File: src/rtl/fcmr_pkg.sv
// ----------------------------------------------------------------------------
// fcmr_pkg
// Shared constants, register codes and interface structs for the int8
// fully connected multiply-accumulate and requantization block.
// ----------------------------------------------------------------------------
package fcmr_pkg;

    localparam int LANES        = 4;
    localparam int PACKED_LANES = 4;
    localparam int BYTE_W       = 8;
    localparam int LANE_DATA_W  = PACKED_LANES * BYTE_W;
    localparam int LANES_USED_W = 3;

    // (a - act_zero) * w fits comfortably in 17 signed bits
    localparam int PROD_W  = 17;
    localparam int SUM_W   = PROD_W + $clog2(LANES);
    localparam int ACC_W   = 32;
    localparam int MULT_W  = 31;
    localparam int SHIFT_W = 6;
    localparam int PRODUCT_W = ACC_W + MULT_W - 1;

    localparam int ADDR_W = 4;
    localparam int DATA_W = 32;

    localparam logic [BYTE_W-1:0] ACT_ZERO_RST   = 8'h00;
    localparam logic [BYTE_W-1:0] OUT_ZERO_RST   = 8'h00;
    localparam logic [BYTE_W-1:0] CLAMP_LOW_RST  = 8'h80;
    localparam logic [BYTE_W-1:0] CLAMP_HIGH_RST = 8'h7F;

    localparam int OUT_MIN = -128;
    localparam int OUT_MAX = 127;

    typedef enum logic [1:0] {
        REG_ACT_ZERO   = 2'd0,
        REG_OUT_ZERO   = 2'd1,
        REG_CLAMP_LOW  = 2'd2,
        REG_CLAMP_HIGH = 2'd3
    } cfg_reg_t;

    typedef struct packed {
        logic [ACC_W-1:0]   acc;
        logic [MULT_W-1:0]  mult;
        logic [SHIFT_W-1:0] shift;
    } rq_req_t;

    typedef struct packed {
        logic [BYTE_W-1:0] out_zero;
        logic [BYTE_W-1:0] clamp_low;
        logic [BYTE_W-1:0] clamp_high;
    } rq_cfg_t;

endpackage

File: src/rtl/fcmr_lane.sv
// ----------------------------------------------------------------------------
// fcmr_lane
// One multiply lane: subtracts the activation zero point from a signed
// activation byte, multiplies by the signed weight byte, registers the product.
// ----------------------------------------------------------------------------
module fcmr_lane (
    input  logic                                  clk,
    input  logic                                  en,
    input  logic                                  active,
    input  logic [fcmr_pkg::BYTE_W-1:0]           act_byte,
    input  logic [fcmr_pkg::BYTE_W-1:0]           weight_byte,
    input  logic [fcmr_pkg::BYTE_W-1:0]           act_zero,
    output logic signed [fcmr_pkg::PROD_W-1:0]    prod_reg
);
    import fcmr_pkg::*;

    logic signed [PROD_W-1:0] a_ext;
    logic signed [PROD_W-1:0] z_ext;
    logic signed [PROD_W-1:0] w_ext;
    logic signed [PROD_W-1:0] diff;
    logic signed [PROD_W-1:0] prod_next;

    always_comb
    begin
        a_ext = PROD_W'($signed(act_byte));
        z_ext = PROD_W'($signed(act_zero));
        w_ext = PROD_W'($signed(weight_byte));
        diff  = a_ext - z_ext;
        // inactive lanes contribute nothing
        prod_next = active ? PROD_W'(diff * w_ext) : '0;
    end

    always_ff @(posedge clk)
    begin
        if (en)
        begin
            prod_reg <= prod_next;
        end
    end

endmodule

File: src/rtl/fcmr_requant.sv
// ----------------------------------------------------------------------------
// fcmr_requant
// Four-stage requantization pipeline: magnitude, Q31 multiply, rounding
// shift, then output zero point, saturation and clamping into the result.
// ----------------------------------------------------------------------------
module fcmr_requant (
    input  logic                          clk,
    input  logic                          rst_n,
    input  logic                          req_valid,
    output logic                          req_ready,
    input  fcmr_pkg::rq_req_t             req,
    input  fcmr_pkg::rq_cfg_t             cfg,
    output logic                          out_valid,
    input  logic                          out_ready,
    output logic [fcmr_pkg::BYTE_W-1:0]   result
);
    import fcmr_pkg::*;

    localparam int SUM63_W = PRODUCT_W + 1;
    localparam int TOT_W   = SHIFT_W + 1;
    localparam int V_W     = ACC_W + 2;
    localparam logic signed [V_W-1:0] V_MIN = V_W'(OUT_MIN);
    localparam logic signed [V_W-1:0] V_MAX = V_W'(OUT_MAX);

    // stage 3: magnitude
    logic               mag_valid_reg;
    logic [ACC_W-1:0]   mag_reg;
    logic               mag_neg_reg;
    logic [MULT_W-1:0]  mag_mult_reg;
    logic [SHIFT_W-1:0] mag_shift_reg;

    // stage 4: product
    logic                 prod_valid_reg;
    logic [PRODUCT_W-1:0] prod_reg;
    logic                 prod_neg_reg;
    logic [SHIFT_W-1:0]   prod_shift_reg;

    // stage 5: rounded quotient
    logic             q_valid_reg;
    logic [ACC_W-1:0] q_reg;
    logic             q_neg_reg;

    // stage 6: output
    logic              out_valid_reg;
    logic [BYTE_W-1:0] result_reg;

    logic rdy_out;
    logic rdy_q;
    logic rdy_prod;
    logic rdy_mag;

    logic [ACC_W-1:0]     mag_next;
    logic [PRODUCT_W-1:0] prod_next;
    logic [ACC_W-1:0]     q_next;
    logic [BYTE_W-1:0]    result_next;

    assign rdy_out   = !out_valid_reg || out_ready;
    assign rdy_q     = !q_valid_reg || rdy_out;
    assign rdy_prod  = !prod_valid_reg || rdy_q;
    assign rdy_mag   = !mag_valid_reg || rdy_prod;
    assign req_ready = rdy_mag;

    assign mag_next  = req.acc[ACC_W-1] ? (~req.acc + ACC_W'(1)) : req.acc;
    assign prod_next = PRODUCT_W'(mag_reg) * PRODUCT_W'(mag_mult_reg);

    always_comb
    begin
        logic [TOT_W-1:0]   tot;
        logic [SUM63_W-1:0] rsum;
        tot  = TOT_W'(31) + TOT_W'(prod_shift_reg);
        rsum = {1'b0, prod_reg} + (SUM63_W'(1) << (tot - TOT_W'(1)));
        // shifts of 64 or more leave nothing
        if (tot[TOT_W-1])
        begin
            q_next = '0;
        end
        else
        begin
            q_next = ACC_W'(rsum >> tot);
        end
    end

    always_comb
    begin
        logic signed [V_W-1:0] qs;
        logic signed [V_W-1:0] v;
        logic signed [V_W-1:0] lo;
        logic signed [V_W-1:0] hi;
        qs = $signed({2'b00, q_reg});
        if (q_neg_reg)
        begin
            qs = -qs;
        end
        v  = qs + V_W'($signed(cfg.out_zero));
        lo = V_W'($signed(cfg.clamp_low));
        hi = V_W'($signed(cfg.clamp_high));
        if (v < V_MIN)
        begin
            v = V_MIN;
        end
        if (v > V_MAX)
        begin
            v = V_MAX;
        end
        // lower bound first, upper bound wins when the two cross
        if (v < lo)
        begin
            v = lo;
        end
        if (v > hi)
        begin
            v = hi;
        end
        result_next = BYTE_W'(v);
    end

    always_ff @(posedge clk or negedge rst_n)
    begin
        if (!rst_n)
        begin
            mag_valid_reg  <= 1'b0;
            prod_valid_reg <= 1'b0;
            q_valid_reg    <= 1'b0;
            out_valid_reg  <= 1'b0;
        end
        else
        begin
            if (rdy_mag)
            begin
                mag_valid_reg <= req_valid;
            end
            if (rdy_prod)
            begin
                prod_valid_reg <= mag_valid_reg;
            end
            if (rdy_q)
            begin
                q_valid_reg <= prod_valid_reg;
            end
            if (rdy_out)
            begin
                out_valid_reg <= q_valid_reg;
            end
        end
    end

    always_ff @(posedge clk)
    begin
        if (rdy_mag && req_valid)
        begin
            mag_reg       <= mag_next;
            mag_neg_reg   <= req.acc[ACC_W-1];
            mag_mult_reg  <= req.mult;
            mag_shift_reg <= req.shift;
        end
        if (rdy_prod && mag_valid_reg)
        begin
            prod_reg       <= prod_next;
            prod_neg_reg   <= mag_neg_reg;
            prod_shift_reg <= mag_shift_reg;
        end
        if (rdy_q && prod_valid_reg)
        begin
            q_reg     <= q_next;
            q_neg_reg <= prod_neg_reg;
        end
        if (rdy_out && q_valid_reg)
        begin
            result_reg <= result_next;
        end
    end

    assign out_valid = out_valid_reg;
    assign result    = result_reg;

endmodule

File: src/rtl/int8_fully_connected_mac_requant.sv
// path: a result for the input transfer that carries last passes the lane, accumulator,
// magnitude, product, quotient and output registers; a stall on the output side holds it
// throughput: one input item per cycle unless the output stalls; lane products, accumulator
// update, magnitude, Q31 multiply, rounding shift, output clamp: one pipeline stage each
// reset: rst_n clears all valid flags and the accumulator, config registers take reset values
// ----------------------------------------------------------------------------
// int8_fully_connected_mac_requant
// Parallel int8 MAC lanes feeding a wrapping int32 accumulator, followed by
// fixed-point requantization to a clamped int8 output.
// ----------------------------------------------------------------------------
module int8_fully_connected_mac_requant (
    input  logic                                clk,
    input  logic                                rst_n,
    // input channel
    input  logic                                in_valid,
    output logic                                in_ready,
    input  logic [fcmr_pkg::LANE_DATA_W-1:0]    act_lanes,
    input  logic [fcmr_pkg::LANE_DATA_W-1:0]    weight_lanes,
    input  logic [fcmr_pkg::LANES_USED_W-1:0]   lanes_used,
    input  logic                                first,
    input  logic                                last,
    input  logic signed [fcmr_pkg::ACC_W-1:0]   bias,
    input  logic [fcmr_pkg::MULT_W-1:0]         scale_mult,
    input  logic [fcmr_pkg::SHIFT_W-1:0]        scale_shift,
    // output channel
    output logic                                out_valid,
    input  logic                                out_ready,
    output logic signed [fcmr_pkg::BYTE_W-1:0]  result,
    // configuration port
    input  logic                                psel,
    input  logic                                penable,
    input  logic                                pwrite,
    input  logic [fcmr_pkg::ADDR_W-1:0]         paddr,
    input  logic [fcmr_pkg::DATA_W-1:0]         pwdata,
    output logic [fcmr_pkg::DATA_W-1:0]         prdata,
    output logic                                pready
);
    import fcmr_pkg::*;

    // configuration registers
    logic [BYTE_W-1:0] act_zero_reg;
    logic [BYTE_W-1:0] out_zero_reg;
    logic [BYTE_W-1:0] clamp_low_reg;
    logic [BYTE_W-1:0] clamp_high_reg;
    cfg_reg_t          cfg_sel;
    logic              cfg_wr;

    // stage 1: lane products
    logic               s1_valid_reg;
    logic               s1_first_reg;
    logic               s1_last_reg;
    logic [ACC_W-1:0]   s1_bias_reg;
    logic [MULT_W-1:0]  s1_mult_reg;
    logic [SHIFT_W-1:0] s1_shift_reg;
    logic               s1_load;
    logic               s1_go;
    logic signed [PROD_W-1:0] lane_prod [LANES];
    logic [LANES-1:0]   lane_on;

    // stage 2: accumulator and requant request
    logic             s2_valid_reg;
    rq_req_t          s2_req_reg;
    logic             s2_ready;
    logic [ACC_W-1:0] acc_reg;
    logic [ACC_W-1:0] acc_next;
    logic signed [SUM_W-1:0] lane_sum;

    logic    rq_ready;
    rq_cfg_t rq_cfg;
    logic [BYTE_W-1:0] rq_result;

    // ---------------- configuration port ----------------
    assign pready  = 1'b1;
    assign cfg_sel = cfg_reg_t'(paddr[ADDR_W-1:2]);
    assign cfg_wr  = psel && penable && pwrite && pready;

    always_ff @(posedge clk or negedge rst_n)
    begin
        if (!rst_n)
        begin
            act_zero_reg   <= ACT_ZERO_RST;
            out_zero_reg   <= OUT_ZERO_RST;
            clamp_low_reg  <= CLAMP_LOW_RST;
            clamp_high_reg <= CLAMP_HIGH_RST;
        end
        else if (cfg_wr)
        begin
            unique case (cfg_sel)
                REG_ACT_ZERO:   act_zero_reg   <= pwdata[BYTE_W-1:0];
                REG_OUT_ZERO:   out_zero_reg   <= pwdata[BYTE_W-1:0];
                REG_CLAMP_LOW:  clamp_low_reg  <= pwdata[BYTE_W-1:0];
                REG_CLAMP_HIGH: clamp_high_reg <= pwdata[BYTE_W-1:0];
            endcase
        end
    end

    always_comb
    begin
        unique case (cfg_sel)
            REG_ACT_ZERO:   prdata = DATA_W'(act_zero_reg);
            REG_OUT_ZERO:   prdata = DATA_W'(out_zero_reg);
            REG_CLAMP_LOW:  prdata = DATA_W'(clamp_low_reg);
            REG_CLAMP_HIGH: prdata = DATA_W'(clamp_high_reg);
        endcase
    end

    // ---------------- stage 1: lanes ----------------
    assign s1_go    = s1_valid_reg && s2_ready;
    assign in_ready = !s1_valid_reg || s2_ready;
    assign s1_load  = in_valid && in_ready;

    for (genvar i = 0; i < LANES; i++)
    begin : g_lane
        logic [BYTE_W-1:0] act_b;
        logic [BYTE_W-1:0] wgt_b;

        // lane counts above LANES saturate through this compare
        assign lane_on[i] = (32'(lanes_used) > i);

        if (i < PACKED_LANES)
        begin : g_packed
            assign act_b = act_lanes[BYTE_W*i +: BYTE_W];
            assign wgt_b = weight_lanes[BYTE_W*i +: BYTE_W];
        end
        else
        begin : g_empty
            assign act_b = '0;
            assign wgt_b = '0;
        end

        fcmr_lane u_lane (
            .clk         (clk),
            .en          (s1_load),
            .active      (lane_on[i]),
            .act_byte    (act_b),
            .weight_byte (wgt_b),
            .act_zero    (act_zero_reg),
            .prod_reg    (lane_prod[i])
        );
    end

    always_ff @(posedge clk or negedge rst_n)
    begin
        if (!rst_n)
        begin
            s1_valid_reg <= 1'b0;
        end
        else if (in_ready)
        begin
            s1_valid_reg <= in_valid;
        end
    end

    always_ff @(posedge clk)
    begin
        if (s1_load)
        begin
            s1_first_reg <= first;
            s1_last_reg  <= last;
            s1_bias_reg  <= bias;
            s1_mult_reg  <= scale_mult;
            s1_shift_reg <= scale_shift;
        end
    end

    // ---------------- stage 2: merge and accumulate ----------------
    always_comb
    begin
        lane_sum = '0;
        for (int i = 0; i < LANES; i++)
        begin
            lane_sum = lane_sum + SUM_W'(lane_prod[i]);
        end
    end

    // wraps modulo 2^32
    assign acc_next = (s1_first_reg ? s1_bias_reg : acc_reg) + ACC_W'(lane_sum);
    assign s2_ready = !s2_valid_reg || rq_ready;

    always_ff @(posedge clk or negedge rst_n)
    begin
        if (!rst_n)
        begin
            acc_reg      <= '0;
            s2_valid_reg <= 1'b0;
        end
        else
        begin
            if (s1_go)
            begin
                acc_reg <= acc_next;
            end
            // items without last end here
            if (s2_ready)
            begin
                s2_valid_reg <= s1_go && s1_last_reg;
            end
        end
    end

    always_ff @(posedge clk)
    begin
        if (s1_go && s1_last_reg)
        begin
            s2_req_reg.acc   <= acc_next;
            s2_req_reg.mult  <= s1_mult_reg;
            s2_req_reg.shift <= s1_shift_reg;
        end
    end

    // ---------------- requantization ----------------
    assign rq_cfg.out_zero   = out_zero_reg;
    assign rq_cfg.clamp_low  = clamp_low_reg;
    assign rq_cfg.clamp_high = clamp_high_reg;

    fcmr_requant u_requant (
        .clk       (clk),
        .rst_n     (rst_n),
        .req_valid (s2_valid_reg),
        .req_ready (rq_ready),
        .req       (s2_req_reg),
        .cfg       (rq_cfg),
        .out_valid (out_valid),
        .out_ready (out_ready),
        .result    (rq_result)
    );

    assign result = $signed(rq_result);

endmodule

File: config.mk
export PLATFORM = sky130hd
export DESIGN_NAME = int8_fully_connected_mac_requant
export DESIGN_NICKNAME = d
export VERILOG_FILES = /design/src/rtl/fcmr_pkg.sv /design/src/rtl/fcmr_lane.sv /design/src/rtl/fcmr_requant.sv /design/src/rtl/int8_fully_connected_mac_requant.sv
export SDC_FILE = /design/constraint.sdc
export NUM_CORES = 2
export LEC_CHECK = 0
export BUFFER_PORTS_ARGS = -buffer_cell sky130_fd_sc_hd__buf_4
export CELL_PAD_IN_SITES_DETAIL_PLACEMENT = 1
export CELL_PAD_IN_SITES_GLOBAL_PLACEMENT = 1
export CORE_ASPECT_RATIO = 0.75
export CORE_MARGIN = 3
export CORE_UTILIZATION = 35
export CTS_CLUSTER_DIAMETER = 120
export CTS_CLUSTER_SIZE = 28
export DETAILED_ROUTE_END_ITERATION = 6
export PLACE_DENSITY = 0.62
export SLEW_MARGIN = 15
export SYNTH_ARGS = -nofsm -noshare
export SYNTH_HDL_FRONTEND = slang
export SYNTH_SLANG_ARGS = --single-unit
export TNS_END_PERCENT = 5
File: constraint.sdc
create_clock -name clk -period 25 [get_ports clk]
set_input_delay 2.5 -clock clk [delete_from_list [all_inputs] [get_ports clk]]
set_output_delay 2.5 -clock clk [all_outputs]
set_load 0.03 [all_outputs]
=== Word-level counts from Yosys, hierarchy flattened ===
Index checks and enable logic that the tools add are counted.

* Flip-flop bits (word level): 458
* Bits of input ports: 181
* Output and inout port bits: 43
* Word-level logic and storage cells: 101

* Add/subtract/negate cells: 14
* $mul: 5
* Order comparisons: 8
* Equality and inequality tests: 3
* Shift operators: 2
* Multiplexer cells: 8
* Bitwise operators: 1
* Reductions and logical operators: 26

{| class="wikitable"
|+ Operators with widths
! operator !! count
|-
| 34-bit two-way mux || 4
|-
| 32-bit case mux with 4 select lines || 1
|-
| 9-bit by 8-bit multiplier with 17-bit output || 4
|-
| 62-bit by 63-bit adder with 63-bit output || 1
|-
| 1-bit by 7-bit << shifter with 63-bit output, first input constant || 1
|-
| 63-bit by 7-bit right shift with 32-bit output || 1
|-
| 32-bit by 31-bit multiplier with 62-bit output || 1
|-
| 8-bit by 8-bit subtractor with 9-bit output || 4
|-
| 34-bit by 8-bit adder with 34-bit output || 1
|-
| 34-bit by 8-bit greater-than comparator with 1-bit output || 1
|-
| 34-bit by 8-bit greater-than comparator with 1-bit output, second input constant || 1
|-
| 34-bit by 8-bit less-than comparator with 1-bit output || 1
|-
| 34-bit by 8-bit less-than comparator with 1-bit output, second input constant || 1
|-
| 32-bit negation with 34-bit output || 1
|-
| 32-bit by 1-bit adder with 32-bit output, second input constant || 1
|-
| 32-bit adder || 1
|-
| 32-bit two-way mux || 1
|-
| 32-bit inverter || 1
|-
| 31-bit two-way mux || 1
|-
| 18-bit by 17-bit adder with 19-bit output || 1
|-
| 19-bit by 17-bit adder with 19-bit output || 1
|-
| 17-bit by 17-bit adder with 18-bit output || 1
|-
| 1-bit logical AND || 9
|-
| 8-bit two-way mux || 1
|-
| other kinds (10) || 26
|}

=== Logic depth before layout (Yosys ltp) ===
* Depth in word-level cells: 11
* Gate-level depth with buffers: 59
* Mapped depth without buffers: 54

=== Cells and area by module ===
From an unflattened synthesis, not the netlist that was laid out.

* Cell total of the unflattened synthesis: 8258
* Area total of the unflattened synthesis: 75815.2 um^2

{| class="wikitable"
|+ By module, submodules not included
! module !! times used !! cells an instance !! area an instance (um^2) !! seq. area each (um^2)
|-
| fcmr_requant || 1 || 5429 || 47713.3 || 5475.3
|-
| fcmr_lane (g_lane[0].u_lane ...) || 3 || 476 || 4154.0 || 510.5
|-
| int8_fully_connected_mac_requant || 1 || 925 || 11487.3 || 5865.6
|-
| fcmr_lane (g_lane[1].u_lane) || 1 || 476 || 4152.7 || 510.5
|}

=== Worst setup path before layout ===
Ideal clock, no wire load.

* Path kind: register to register
* Start: register u_requant.q_reg[3]
* End: register u_requant.result_reg[3] (netlist: u_requant.result[3]), data pin
* Library setup time: 278 ps
* Data arrival time: 12664 ps
* Data required time: 24722 ps
* Path slack: 12058 ps
* Stages on the path, launching flop included: 58
* Path buffers: 5
* Period minus slack after synthesis: 12942 ps
* Path through: edfxtp_1 or4_1 or3_1 or3_1 or2_2 o41ai_1 xnor2_1 ha_1 a21oi_1 o31ai_1 a2111o_1 a41oi_1 o21ai_0 a21oi_1 o21ai_0 a21o_1 a21oi_1 xnor2_1 [22 not listed] clkbuf_1 nand2_4 buf_6 mux2_4 ha_1 a21o_1 a21oi_1 o221ai_1 a21oi_1 o21ai_0 a221oi_1 o21a_1 o21ai_0 a21oi_1 a221oi_1 clkbuf_1 a2111oi_0 a221oi_1

* Cells in the longest elaborated chain, start to end: 11

{| class="wikitable"
|+ Ends and longest elaborated chain
! element !! RTL line !! text
|-
| start, declared || fcmr_requant.sv:40 || <nowiki>logic [ACC_W-1:0] q_reg;</nowiki>
|-
| start signal, assigned || fcmr_requant.sv:164 || <nowiki>q_reg <= q_next;</nowiki>
|-
| 32-bit negation with 34-bit output || fcmr_requant.sv:92 || <nowiki>qs = -qs;</nowiki>
|-
| 34-bit two-way mux * || fcmr_requant.sv:90 || <nowiki>if (q_neg_reg)</nowiki>
|-
| 34-bit by 8-bit adder with 34-bit output * || fcmr_requant.sv:94 || <nowiki>v = qs + V_W'($signed(cfg.out_zero));</nowiki>
|-
| 34-bit by 8-bit less-than comparator with 1-bit output || fcmr_requant.sv:97 || <nowiki>if (v < V_MIN)</nowiki>
|-
| 34-bit two-way mux * || fcmr_requant.sv:97 ||
|-
| 34-bit by 8-bit greater-than comparator with 1-bit output || fcmr_requant.sv:101 || <nowiki>if (v > V_MAX)</nowiki>
|-
| 34-bit two-way mux * || fcmr_requant.sv:101 ||
|-
| 34-bit by 8-bit less-than comparator with 1-bit output || fcmr_requant.sv:106 || <nowiki>if (v < lo)</nowiki>
|-
| 34-bit two-way mux * || fcmr_requant.sv:106 ||
|-
| 34-bit by 8-bit greater-than comparator with 1-bit output || fcmr_requant.sv:110 || <nowiki>if (v > hi)</nowiki>
|-
| 8-bit two-way mux * || fcmr_requant.sv:110 ||
|-
| net u_requant.result_next[3] || fcmr_requant.sv:55 || <nowiki>logic [BYTE_W-1:0] result_next;</nowiki>
|-
| end signal, assigned || fcmr_requant.sv:169 || <nowiki>result_reg <= result_next;</nowiki>
|-
| end, declared || fcmr_requant.sv:45 || <nowiki>logic [BYTE_W-1:0] result_reg;</nowiki>
|}

Mark *: on every way through the listed nets, which the timed path passes. The rest lies on a longest branch.
A chain may end at the register's enable or synchronous reset.

=== Worst setup path in the final report ===
* Start: register u_requant.q_reg[3]
* End: register u_requant.result_reg[6] (netlist: u_requant.result[6]), data pin

Same word-level chain as after synthesis.

==> metrics.csv <==
stage,metric,value,unit
run_status,status,"finished, final reports clean",
sta,relSlewSlack,23.9,%
sta,fin_ws,9.38,ns
layout,syn_to_final_growth,7.10,%
logic_synthesis,ys_seq_area_share,18.4,%
routing,drt_first_pass_iters,5,
logic_synthesis,syn_inst,7704,
logic_synthesis,yosysTopAreaCell,fa_1,
worst_setup_path,end_kind,flip-flop,
worst_setup_path,critPathTopFamily,compound AO/OA/AOI/OAI gates,
floorplan,start_util,35.3,%
sta,setup_viol,0,
place,dp_hpwl,175000,µm
global_route,antenna_found_initial,11,
logic_synthesis,syn_area,0.0729,mm²
logic_synthesis,synth.area.top_cells,"fa_1, edfxtp_1, ha_1, inv_1, nand2_1",
sta,setup_tns,0,ns
routing,drc,0,
floorplan,die_height,401,µm
routing,wl_per_cell,20.8,µm
clock_network,ctsResizeCount,0,
worst_setup_path,crit_slowest_cell,or4_1,
sta,timing.final.crit_period,15.62,ns
clock_network,insertion_delay,0.69,ns
clock_network,cts_buffers,25,
global_route,grt_pass1_vias,59800,
global_route,grt_pass1_wl,351000,µm
worst_setup_path,crit_fanout,35,
floorplan,core_area,0.206,mm²
worst_setup_path,cp.required,25.40,ns
worst_setup_path,worst-path-buf-inv,4,
routing,vias,54100,
worst_setup_path,crit_type,reg2reg,
worst_setup_path,worst_path_largest_cell_delay,0.58,ns
layout,multi_input_area,0.0532,mm²
sta,worst_pin_slew,1.14,ns
sta,rsz0062_at_grt,no,
global_route,grt_max_degree,59,
place,portBuffers,172,
layout,largest_reg_flops,69,
floorplan,row_count,144,
flow_run,drv_cap,0,
layout,drive_gt1_share,6.61,%
layout,n_fill_cell,23700,
routing,wl,218000,µm
place,gp_congestion,0.881,
place,pre_cts_slack,9.43,ns
sta,fin_skew,0.0515,ns
routing,drt.antenna.violating_nets,0,
sta,fmax,64.0,MHz
floorplan,dieArea,0.214,mm²
clock_network,clk_pin_slew,0.11,ns
worst_setup_path,cp.arrival,16.02,ns
logic_synthesis,async_reset_ff_share,15.3,%
layout,seq_area,0.0134,mm²
clock_network,tritoncts,built,
global_route,track_usage,20.6,%
logic_synthesis,ys_types,92,
logic_synthesis,yosys_register_bits,457,
floorplan,num_io_pins,224,
worst_setup_path,cpMostUsedCell,a21o_1,
routing,first_iter_violations,3402,
logic_synthesis,synthFlopType,edfxtp_1,
logic_synthesis,synth_top_area_share,31.6,%
sta,hold_viol,0,
clock_network,cts_hold_buffers,0,
clock_network,cts_root_buf,clkbuf_16,
floorplan,die-width,533,µm
clock_network,clockBufferDepth,3,
sta,slew_violations,0,
routing,vias_per_cell,5.15,
logic_synthesis,yosysWarnings,0,
clock_network,postCtsSetupRepairBufs,0,
clock_network,htree_levels,1,
min_path,hp-class,reg2reg,
clock_network,clkSinkCount,457,
logic_synthesis,syn_avg_cell_area,9.47,µm²
layout,final_nets,9651,
logic_synthesis,synth_enable_flop_cells,387,
worst_setup_path,startpoint_type,flip-flop,
sta,fin_crit_sh,62.5,%
global_route,gr-total-overflow,0,
layout make-up:
class	instances	share of cell area, %
multi-input combinational	5574	68.1
sequential	457	17.1
inverter	1369	6.58
tap	2774	4.44
timing repair buffer	269	2.59
clock buffer	30	0.838
clock inverter	16	0.282
antenna	5	0.0160
cell usage in the layout, fill, tap and decap left out, drive strengths merged, types with 122 or more instances in the layout:
| cell | instances |
|---|---|
| nand2 | 1097 |
| and2 | 404 |
| a21oi | 283 |
| ha | 623 |
| mux2 | 122 |
| edfxtp | 387 |
| xnor2 | 219 |
| a21o | 134 |
| buf | 269 |
| inv | 1377 |
| fa | 1151 |
| nor2 | 286 |
| o21ai | 199 |
final timing paths:
path / startpoint / to / slack [ns] / depth (start not counted)
hold / removal: s1_mult_reg[15] / s2_req_reg[21] / 0.43 / 0
setup reg to reg: u_requant.q_reg[3] / u_requant.result[6] / 9.38 / 54
hold reg to reg: s1_mult_reg[15] / s2_req_reg[21] / 0.43 / 0
setup / recovery: u_requant.q_reg[3] / u_requant.result[6] / 9.38 / 54
max in group asynchronous: rst_n / act_zero_reg[2] / 22.16 / 2
min in group asynchronous: rst_n / acc_reg[31] / 1.65 / 1
through the flow:
stage                     area (µm²)  util [%]  std cells  hold slack (ns)
after global placement         77200      37.4      10400            0.400
after global routing           78100      37.9      10500            0.436
final                          78100      37.9      10500            0.428
after CTS                      78100      37.9      10500            0.431
after detailed placement       77200      37.4      10400            0.406
after floorplan                73000         -       7735            0.400
synth_stat cells, types with 134 or more instances:
cell type  count
nor2_1       286
a21o_1       134
and2_1       404
a21oi_1      283
ha_1         623
o21ai_0      196
fa_1        1151
nand2_1     1096
clkbuf_1     301
edfxtp_1     387
inv_1       1367
xnor2_1      219
kinds of logic after synthesis:
kind of cell | Yosys count | synth area share (%)
simple gates | 2305 | 15.0
fa+ha+maj | 1774 | 42.3
buf+inv | 1704 | 8.93
compound gates | 1013 | 9.08
flops | 457 | 18.4
xor+xnor | 283 | 3.42
mux | 166 | 2.96
other cells | 2 | 0.0103
metal layers:
layer	global-route usage [%]	routed length (µm)	part of all wire, %	up-vias
li1	-	-	-	24600
met1	31.6	108000	50	28200
met2	32.1	96200	44	1052
met3	2.08	9920	4.6	168
met4	3.02	3330	1.5	0
met5	0	0	0	-
Power is left out: the tool's default activity adds up to more than one toggle a clock period on the data nets, which glitch-free logic cannot reach.
